### src/priority_rectangle_hit_test_unit_defines.svh
// Assertion macros used by the hit test unit top level.
`ifndef PRIORITY_RECTANGLE_HIT_TEST_UNIT_DEFINES_SVH
`define PRIORITY_RECTANGLE_HIT_TEST_UNIT_DEFINES_SVH

// Same-cycle implication, sampled on clk, off during reset.
`define PRHTU_ASSERT_NOW(label, ante, cons, msg) \
	label: assert property (@(posedge clk) disable iff (!arst_n) (ante) |-> (cons)) \
		else $error(msg);

// Next-cycle implication, sampled on clk, off during reset.
`define PRHTU_ASSERT_NEXT(label, ante, cons, msg) \
	label: assert property (@(posedge clk) disable iff (!arst_n) (ante) |=> (cons)) \
		else $error(msg);

`endif

### src/prhtu_pkg.sv
// Shared types and constants of the rectangle hit test unit.
`timescale 1ns / 1ps

package prhtu_pkg;

	localparam int SLOT_BITS  = 4;
	localparam int LEVEL_BITS = 8;

	// tuser codes of the input stream
	localparam logic KIND_WRITE = 1'b0;
	localparam logic KIND_QUERY = 1'b1;

	// result transaction, hit in the lowest bit
	typedef struct packed {
		logic [LEVEL_BITS-1:0] level;
		logic [SLOT_BITS-1:0]  slot;
		logic                  hit;
	} hit_result_t;

	localparam int RESULT_BITS   = $bits(hit_result_t);
	localparam int OUT_DATA_BITS = ((RESULT_BITS + 7) / 8) * 8;

endpackage

### src/prhtu_ram.sv
// Generic single-write, single-read RAM with registered read data.
`timescale 1ns / 1ps

module prhtu_ram #(
	parameter int WIDTH = 8,
	parameter int DEPTH = 16
) (
	input  logic                                  clk,
	input  logic                                  we,
	input  logic [(DEPTH > 1 ? $clog2(DEPTH) : 1)-1:0] waddr,
	input  logic [WIDTH-1:0]                      wdata,
	input  logic [(DEPTH > 1 ? $clog2(DEPTH) : 1)-1:0] raddr,
	output logic [WIDTH-1:0]                      rdata
);

	logic [WIDTH-1:0] mem_q [DEPTH];

	always_ff @(posedge clk) begin
		if (we) begin
			mem_q[waddr] <= wdata;
		end
		rdata <= mem_q[raddr];
	end

endmodule

### src/priority_rectangle_hit_test_unit.sv
// Top level of the priority rectangle hit test unit.
`timescale 1ns / 1ps

// Rectangle table with a priority point query. A write transaction (tuser = 0) stores a
// rectangle and level in one slot, or clears the slot's valid mark. A query transaction
// (tuser = 1) walks the table through the RAM read port with one shared comparator, one
// slot per cycle, and the input stays not ready from the taking of the query until the scan
// is done and the previous result, if any, has been taken. The result names the
// highest-level valid rectangle that strictly holds the point, lowest slot on ties, with
// slot and level zero on a miss. Valid marks clear at reset; bounds and levels are not
// initialized.
module priority_rectangle_hit_test_unit #(
	parameter int NUM_SLOTS  = 16,
	parameter int COORD_BITS = 16
) (
	input  logic clk,
	input  logic arst_n,
	// fields from bit 0: slot, slot_enable, rect_left, rect_top, rect_right,
	// rect_bottom, rect_level, query_x, query_y, zero fill
	input  logic [((13 + 6 * COORD_BITS + 7) / 8) * 8 - 1:0] s_tdata,
	// fields from bit 0: kind
	input  logic                                   s_tuser,
	input  logic                                   s_tvalid,
	output logic                                   s_tready,
	// fields from bit 0: hit, hit_slot, hit_level, zero fill
	output logic [prhtu_pkg::OUT_DATA_BITS-1:0]    m_tdata,
	output logic                                   m_tvalid,
	input  logic                                   m_tready
);

	import prhtu_pkg::*;

	`include "priority_rectangle_hit_test_unit_defines.svh"

	localparam int CB = COORD_BITS;
	localparam int IW = (NUM_SLOTS > 1) ? $clog2(NUM_SLOTS) : 1;
	localparam int EW = SLOT_BITS + IW;
	localparam int RAM_W = 4 * CB + LEVEL_BITS;

	// input field offsets
	localparam int OFF_EN  = SLOT_BITS;
	localparam int OFF_L   = OFF_EN + 1;
	localparam int OFF_T   = OFF_L + CB;
	localparam int OFF_R   = OFF_T + CB;
	localparam int OFF_B   = OFF_R + CB;
	localparam int OFF_LVL = OFF_B + CB;
	localparam int OFF_X   = OFF_LVL + LEVEL_BITS;
	localparam int OFF_Y   = OFF_X + CB;

	localparam logic [1:0] ST_IDLE = 2'd0;
	localparam logic [1:0] ST_SCAN = 2'd1;
	localparam logic [1:0] ST_DONE = 2'd2;

	logic [1:0]            state_q;
	logic [NUM_SLOTS-1:0]  valid_q;
	logic [IW-1:0]         cmp_idx_q;
	logic signed [CB-1:0]  qx_q;
	logic signed [CB-1:0]  qy_q;
	logic                  found_q;
	logic [SLOT_BITS-1:0]  best_slot_q;
	logic [LEVEL_BITS-1:0] best_level_q;
	logic                  m_tvalid_q;
	hit_result_t           result_q;

	logic                  in_acc;
	logic                  wr_acc;
	logic                  qry_acc;
	logic [EW-1:0]         slot_ext;
	logic [IW-1:0]         wr_idx;
	logic                  slot_in_range;
	logic                  wr_en;
	logic [RAM_W-1:0]      wr_word;
	logic [IW-1:0]         rd_addr;
	logic [RAM_W-1:0]      rd_word;
	logic                  last_slot;
	logic                  out_free;

	logic signed [CB-1:0]  e_left;
	logic signed [CB-1:0]  e_top;
	logic signed [CB-1:0]  e_right;
	logic signed [CB-1:0]  e_bottom;
	logic [LEVEL_BITS-1:0] e_level;
	logic                  e_hit;
	logic                  e_wins;

	// input handshake and write decode
	assign s_tready      = (state_q == ST_IDLE);
	assign in_acc        = s_tvalid & s_tready;
	assign wr_acc        = in_acc & (s_tuser == KIND_WRITE);
	assign qry_acc       = in_acc & (s_tuser == KIND_QUERY);
	assign slot_ext      = {{IW{1'b0}}, s_tdata[SLOT_BITS-1:0]};
	assign wr_idx        = slot_ext[IW-1:0];
	assign slot_in_range = (slot_ext < EW'(NUM_SLOTS));
	assign wr_en         = wr_acc & slot_in_range & s_tdata[OFF_EN];
	assign wr_word       = s_tdata[OFF_X-1:OFF_L];

	// read address runs one slot ahead of the comparator
	assign last_slot = (cmp_idx_q == IW'(NUM_SLOTS - 1));
	assign rd_addr   = (state_q == ST_SCAN && !last_slot) ? cmp_idx_q + 1'b1 : '0;

	prhtu_ram #(
		.WIDTH(RAM_W),
		.DEPTH(NUM_SLOTS)
	) u_rect_ram (
		.clk   (clk),
		.we    (wr_en),
		.waddr (wr_idx),
		.wdata (wr_word),
		.raddr (rd_addr),
		.rdata (rd_word)
	);

	// shared compare unit: containment and level against the running best
	assign e_left   = $signed(rd_word[CB-1:0]);
	assign e_top    = $signed(rd_word[2*CB-1:CB]);
	assign e_right  = $signed(rd_word[3*CB-1:2*CB]);
	assign e_bottom = $signed(rd_word[4*CB-1:3*CB]);
	assign e_level  = rd_word[RAM_W-1:4*CB];
	assign e_hit    = valid_q[cmp_idx_q] &&
	                  (e_left < qx_q) && (qx_q < e_right) &&
	                  (e_top < qy_q) && (qy_q < e_bottom);
	assign e_wins   = e_hit && (!found_q || (e_level > best_level_q));

	assign out_free = !m_tvalid_q || m_tready;

	// valid marks
	always_ff @(posedge clk or negedge arst_n) begin
		if (!arst_n) begin
			valid_q <= '0;
		end else if (wr_acc && slot_in_range) begin
			valid_q[wr_idx] <= s_tdata[OFF_EN];
		end
	end

	// sequencer
	always_ff @(posedge clk or negedge arst_n) begin
		if (!arst_n) begin
			state_q   <= ST_IDLE;
			cmp_idx_q <= '0;
			found_q   <= 1'b0;
		end else begin
			unique case (state_q)
				ST_IDLE: begin
					if (qry_acc) begin
						state_q   <= ST_SCAN;
						cmp_idx_q <= '0;
						found_q   <= 1'b0;
					end
				end
				ST_SCAN: begin
					if (e_wins) begin
						found_q <= 1'b1;
					end
					if (last_slot) begin
						state_q <= ST_DONE;
					end else begin
						cmp_idx_q <= cmp_idx_q + 1'b1;
					end
				end
				ST_DONE: begin
					if (out_free) begin
						state_q <= ST_IDLE;
					end
				end
				default: begin
					state_q <= ST_IDLE;
				end
			endcase
		end
	end

	// query point and running best
	always_ff @(posedge clk) begin
		if (qry_acc) begin
			qx_q         <= $signed(s_tdata[OFF_Y-1:OFF_X]);
			qy_q         <= $signed(s_tdata[OFF_Y+CB-1:OFF_Y]);
			best_slot_q  <= '0;
			best_level_q <= '0;
		end else if (state_q == ST_SCAN && e_wins) begin
			best_slot_q  <= SLOT_BITS'({{SLOT_BITS{1'b0}}, cmp_idx_q});
			best_level_q <= e_level;
		end
	end

	// output register
	always_ff @(posedge clk or negedge arst_n) begin
		if (!arst_n) begin
			m_tvalid_q <= 1'b0;
		end else if (state_q == ST_DONE && out_free) begin
			m_tvalid_q <= 1'b1;
		end else if (m_tready) begin
			m_tvalid_q <= 1'b0;
		end
	end

	always_ff @(posedge clk) begin
		if (state_q == ST_DONE && out_free) begin
			result_q.hit   <= found_q;
			result_q.slot  <= best_slot_q;
			result_q.level <= best_level_q;
		end
	end

	assign m_tvalid = m_tvalid_q;
	assign m_tdata  = {{(OUT_DATA_BITS - RESULT_BITS){1'b0}}, result_q};

	// checks
	`PRHTU_ASSERT_NEXT(a_query_starts_scan, qry_acc, (state_q == ST_SCAN) && (cmp_idx_q == '0), "query did not start a scan at slot zero")
	`PRHTU_ASSERT_NEXT(a_scan_ends_done, (state_q == ST_SCAN) && last_slot, state_q == ST_DONE, "scan did not finish after the last slot")
	`PRHTU_ASSERT_NOW(a_miss_is_zero, (state_q == ST_DONE) && !found_q, (best_slot_q == '0) && (best_level_q == '0), "miss carries nonzero slot or level")
	`PRHTU_ASSERT_NEXT(a_write_sets_valid, wr_en, valid_q[$past(wr_idx)], "stored slot not marked valid")

endmodule
### config.mk
export PLATFORM = sky130hd
export DESIGN_NAME = priority_rectangle_hit_test_unit
export DESIGN_NICKNAME = d
export VERILOG_FILES = /design/src/prhtu_pkg.sv /design/src/prhtu_ram.sv /design/src/priority_rectangle_hit_test_unit.sv
export VERILOG_INCLUDE_DIRS = /design/src /design/src/src
export SDC_FILE = /design/constraint.sdc
export NUM_CORES = 2
export LEC_CHECK = 0
export BUFFER_PORTS_ARGS = -buffer_cell sky130_fd_sc_hd__clkbuf_2
export CAP_MARGIN = 20
export CORE_UTILIZATION = 56
export CTS_CLUSTER_SIZE = 8
export DETAILED_ROUTE_END_ITERATION = 8
export GPL_ROUTABILITY_DRIVEN = 0
export PLACE_DENSITY = 0.76
export SLEW_MARGIN = 20
export SYNTH_ARGS = -nofsm -noshare
export SYNTH_HDL_FRONTEND = slang
export SYNTH_SLANG_ARGS = --single-unit
### constraint.sdc
create_clock -name clk -period 4.4 [get_ports clk]
set_input_delay 0.44 -clock clk [delete_from_list [all_inputs] [get_ports clk]]
set_output_delay 0.44 -clock clk [all_outputs]
set_load 0.05 [all_outputs]
======== Word-level counts from Yosys, hierarchy flattened ========
Memory sizes are Yosys's and may differ from the RTL's. A register that Yosys moved wholly into a read port is not among the register bits.
Cells that the tools add are included.
storage, ports and cells
  flip-flop bits (word level) ............. 81
  bits in writable memories ............... 1152
  bits of input ports ..................... 117
  output and inout port bits .............. 18
  logic and storage cells ................. 78
  memories kept ........................... 1
operators by class
  add/subtract/negate cells ............... 1
  order comparisons ....................... 9
  equality and inequality tests ........... 8
  mux-type cells .......................... 20
  bitwise operators ....................... 6
  reductions and logical operators ........ 21
memories
  name              words  bits a word  read ports  clocked after memory_dff  wr ports  RTL line         source
  u_rect_ram.mem_q  16     72           1           1                         1         prhtu_ram.sv:16  logic [WIDTH-1:0] mem_q [DEPTH];
operators by type and width
  kind                                                                count
  < comparator 16 bit                                                 4
  bitwise mux 16 bit                                                  1
  < comparator 4 x 5 -> 1 bit (second input constant)                 3
  two-way mux 4 bit                                                   3
  logical AND 1 bit                                                   10
  AND reduction 3 bit                                                 3
  greater-than comparator 8 bit                                       1
  two-way mux 1 bit                                                   8
  != test 2 bit (second input constant)                               4
  one-hot mux 4 bit (2 select lines)                                  1
  two-way mux 2 bit                                                   3
  one-hot mux 2 bit (3 select lines)                                  1
  bitwise AND 1 bit                                                   5
  adder 4 x 1 -> 4 bit (second input constant)                        1
  binary-select mux 1 bit (select 4 bit)                              1
  demux 1 bit (select 4 bit)                                          1
  equality test 4 bit (second input constant)                         1
  greater-or-equal comparator 4 x 1 -> 1 bit (second input constant)  1
  nonzero test 2 bit                                                  2
  logical NOT 1 bit                                                   3
  equality test 2 x 1 -> 1 bit (second input constant)                1
  equality test 2 bit (second input constant)                         1
  logical NOT 2 bit                                                   1
  logical OR 1 bit                                                    2
  3 further kinds                                                     3

======== Depth between registers and ports, before layout ========
  depth after elaboration ................. 9
  mapped depth ............................ 11
  mapped depth without buffers ............ 9

======== Cells and area by module ========
A second synthesis with hierarchy kept.
second synthesis, totals
  cell total of the unflattened synthesis .. 2298
  area, all modules ....................... 49351.1 um^2
by module, submodules not included
  module                            instances  cells each  area each (um^2)  seq. area each (um^2)
  prhtu_ram                         1          1850        44551.5           36034.6
  priority_rectangle_hit_test_unit  1          448         4799.6            2192.1

======== Worst setup path after synthesis ========
No wires, ideal clock.
  path type ............................... reg2reg
  from .................................... reg state_q[1]
  to ...................................... mem u_rect_ram.mem_q[8][0] in the netlist's numbering, enable pin
  library setup time ...................... 503 ps
  arrival ................................. 4961 ps
  data required time ...................... 3897 ps
  setup slack ............................. -1064 ps
  stages on the path, launching flop included .. 6
  path buffers ............................ 1
  clock period less this slack ............ 5464 ps
  path through ............................ dfrtp_1 > nor2_1 > nand3b_1 > or3_1 > clkbuf_1 > nor2_1
between the ends
  cells in the longest elaborated chain, start to end .. 7
RTL lines
  item                                     RTL line                                 source
  start, declared                          priority_rectangle_hit_test_unit.sv:54   logic [1:0] state_q;
  start signal, assigned                   priority_rectangle_hit_test_unit.sv:138  state_q <= ST_IDLE;
  start signal, assigned                   priority_rectangle_hit_test_unit.sv:145  state_q <= ST_SCAN;
  start signal, assigned                   priority_rectangle_hit_test_unit.sv:155  state_q <= ST_DONE;
  logical NOT 2 bit                        priority_rectangle_hit_test_unit.sv:87   assign s_tready = (state_q == ST_IDLE);
  net s_tready                             priority_rectangle_hit_test_unit.sv:24   output logic s_tready,
  bitwise AND 1 bit                        priority_rectangle_hit_test_unit.sv:88   assign in_acc = s_tvalid & s_tready;
  bitwise AND 1 bit                        priority_rectangle_hit_test_unit.sv:89   assign wr_acc = in_acc & (s_tuser == KIND_WRITE);
  bitwise AND 1 bit (2 in series)          priority_rectangle_hit_test_unit.sv:94   assign wr_en = wr_acc & slot_in_range & s_tdata[OFF_EN];
  two-way mux 1 bit                        prhtu_ram.sv:19                          if (we) begin
  two-way mux 1 bit (implied by the code)  prhtu_ram.sv:20                          mem_q[waddr] <= wdata;
  end, declared                            prhtu_ram.sv:16
The timed path passes the listed nets, and every way through them passes these cells.

======== Worst setup path in the final report ========
  from .................................... reg cmp_idx_q[1]
  to ...................................... reg u_rect_ram.rdata[1] (read register of u_rect_ram.mem_q)
between the ends
  cells in the longest elaborated chain, start to end .. 4
  elaborated cells between the ends (all ways) .. 5
  those cells by class .................... add/sub (1); eq/ne (1); mux (1); reduce/logical (2)
RTL lines
  item                                                          RTL line                                 source
  start, declared                                               priority_rectangle_hit_test_unit.sv:56   logic [IW-1:0] cmp_idx_q;
  start signal, assigned                                        priority_rectangle_hit_test_unit.sv:157  cmp_idx_q <= cmp_idx_q + 1'b1;
  branches (longest 3 deep; another with adder 4 x 1 -> 4 bit)  -
  two-way mux 4 bit *                                           priority_rectangle_hit_test_unit.sv:99   assign rd_addr = (state_q == ST_SCAN && !last_slot) ? cmp_idx_q + 1'b1 : '0;
  end, declared                                                 prhtu_ram.sv:13                          output logic [WIDTH-1:0] rdata
Mark *: on every way between the ends.
A chain may end at the register's enable or synchronous reset.

==> results_dict.tcl <==
set metrics [dict create \
    pin_count 135 \
    cp.required_ps 5090 \
    synth_xor_area_frac 0.000166 \
    hold_path_class "in2reg" \
    die_x_um 309 \
    synth_top_area_cell "edfxtp_1" \
    r2r_end "u_rect_ram.rdata[1]" \
    antenna_found_initial 14 \
    synth_top_flop_cell "edfxtp_1" \
    pre_cts_ws_ps 1130 \
    ctsResizeCount 0 \
    p_leak_nw 20.2 \
    outcome "finished clean" \
    synth_area_sq_um 52700 \
    synth_cells 3916 \
    peakVddDrop_mv 1.13 \
    synth_seq_cells 1305 \
    avgSynthCellArea_sq_um 13.5 \
    grt_pass1_vias 34200 \
    ys.warnings.count 0 \
    grt-ovfl-total 0 \
    yosys.area_share.simple 0.0906 \
    port_buffers 128 \
    crit_path_start_kind "flop" \
    hold_start "m_tready" \
    cp.arrival_ps 4050 \
    grt_max_degree 189 \
    ys_seq_area_frac 0.725 \
    dp_hpwl_mm 70.5 \
    p_per_area_nw_per_um2 749 \
    fmax_mhz 298 \
    seqPwrFrac 0.323 \
    timing.rr.start "cmp_idx_q[1]" \
    vias_per_cell 6.46 \
    finalSetupTns_ps 0 \
    synth-edff-count 1197 \
    cts.sinks 1305 \
    hold_viol 0 \
    synthTopCellsByArea "edfxtp_1, nand2_1, dfxtp_1" \
    netlist_top_cells_count "edfxtp_1, nand2_1, o21ai_0" \
    power_frac_comb 0.396 \
    syn_to_final_growth_pct 15.1 \
    p_clk_frac 0.281 \
    firstDrtPassIters 6 \
    fp.dieH_um 309 \
    p_total_mw 45.4 \
    initial_core_util 0.565 \
    setup_violations 0 \
    skew_ps 24.2 \
    core_sq_um 93300 \
    slew_violations 0 \
    total_switching_power_mw 17.3 \
    rsz0062_at_grt "no" \
    grt_usage 0.295 \
    cts_tree "yes" \
    setup_slack_ps 1040 \
    cts_buffers 181 \
    synth_compound_area_frac 0.120 \
    vias 35200 \
    synth_adder_area_share 0.0164 \
    drt_iter0_drc 4640 \
    whs_path_depth 3 \
    grt_first_pass_wirelength_mm 208 \
    internal_power_mw 28.1 \
    critical_path_class "reg2reg" \
    yosysMostFrequentCell "edfxtp_1" \
    drc 0 \
    synth_top_family_by_area "compound AO/OA/AOI/OAI gates" \
    max_slew_margin 0.188 \
    wl_per_cell_um 25.9 \
    cp-end-kind "flop" \
    clkLatencyLatePin_ps 750 \
    layout-drive-gt1-share 0.122 \
    period_share 0.763 \
    fin_area_sq_um 60700 \
    clk_pin_slew_ps 50 \
    nNetsFinal 4242 \
    cts_buffer_depth 3 \
    reg2reg_depth 9 \
    crit_fanout 56 \
    synth_top_area_share 0.682 \
    place_area_sq_um 55100 \
    die_area_sq_um 95400 \
    row_count 112 \
    async_flop_share 0.0184 \
    ant_nets 0 \
    routed_wl_mm 141 \
    finalCriticalPeriod_ps 3360 \
    worstMarginPinSlew_ps 1210 \
    ys_types 53 \
    min_to "m_tvalid" \
    worst-r2r-setup-slack_ps 1040 \
    sw_frac_of_total 0.381 \
    htree_levels 4 \
    root_buffer "clkbuf_16" \
    post_synth_mux_area_share 0.0200 \
    max_cap_viol_count 0 \
]
what timing repair did:
item	in CTS	in global routing
hold endpoints to repair	56	0
setup endpoints to repair	0	0
buffers inserted	0	0
hold buffers	33	0
metal layers:
metal | global-route usage | vias to the layer above | part of all wire
met5 | 0 | - | 0.00047
met4 | 0.127 | 12 | 0.035
met3 | 0.0645 | 343 | 0.12
met2 | 0.456 | 2291 | 0.47
met1 | 0.405 | 17200 | 0.38
li1 | - | 15300 | -
area by class of cell:
class	count	area (sq um)
inverter	77	292
timing repair buffer	245	2090
tap	1254	1570
multi-input combinational	2246	13300
clock inverter	9	166
antenna	9	22.5
clock buffer	301	5040
fill	6440	32600
sequential	1305	38200
logic make-up after synthesis:
| logic type | after synthesis |
|---|---|
| other cells | 1 |
| xor+xnor | 1 |
| flops | 1305 |
| fa+ha+maj | 69 |
| mux | 90 |
| buf+inv | 367 |
| simple gates | 1123 |
| compound gates | 960 |
power groups by stage:
stage,combinational [mW],sequential (mW),clock [mW]
finish,18.0,14.7,12.8
global route,19.4,14.7,13.4
CTS,17.7,14.6,12.8
detailed placement,17.4,14.9,0
global placement,16.9,14.9,0
floorplan,12.3,14.5,0
cells in the final DEF (no fill, tap or decap), types with 73 or more instances in the layout:
cell type and instances:
a21oi_1 94, a32oi_1 144, clkbuf_1 117, clkbuf_16 184, clkbuf_2 128, dfxtp_1 84
edfxtp_1 1197, inv_1 76, nand2_1 616, nand3_1 148, nor2_1 230, o2111ai_1 73
o211ai_1 77, o21ai_0 274, o22ai_1 146
critical path: stages (launching register included):
cell     delay, ps
dfrtp_1        550
ha_4           280
nand3_1        230
and3_4         870
buf_4          440
nand2_1         90
a32oi_1        220
o21ai_0        170
o21ai_1        210
mux2_2         200
state kept, by name, indices dropped and copies added, names as in the netlist:
name / flops
m_tdata: 13
u_rect_ram.mem_q: 1152
cmp_idx_q: 4
qy_q: 16
found_q: 1
best_level_q: 8
state_q: 2
best_slot_q: 4
qx_q: 16
u_rect_ram.rdata: 72
m_tvalid: 1
valid_q: 16
worst max path at each step:
| stage | start | endpoint |
|---|---|---|
| 2_1_floorplan | state_q[1] | u_rect_ram.mem_q[8][0] |
| 3_3_place_gp | cmp_idx_q[1] | u_rect_ram.rdata[70] |
| 3_5_place_dp | cmp_idx_q[1] | u_rect_ram.rdata[60] |
| 4_1_cts | cmp_idx_q[1] | u_rect_ram.rdata[1] |
| 5_1_grt | cmp_idx_q[1] | u_rect_ram.rdata[70] |
| 6_report | cmp_idx_q[1] | u_rect_ram.rdata[1] |
metrics by stage:
stage | hold slack, ps | instances | utilization
final | 34.2 | 5446 | 0.650
after global routing | 55.5 | 5442 | 0.650
after CTS | 21.2 | 5437 | 0.650
after global placement | 415 | 5094 | 0.591
after floorplan | 144 | 3918 | -
after detailed placement | 415 | 5094 | 0.591
Power figures use the tool's default switching activity.
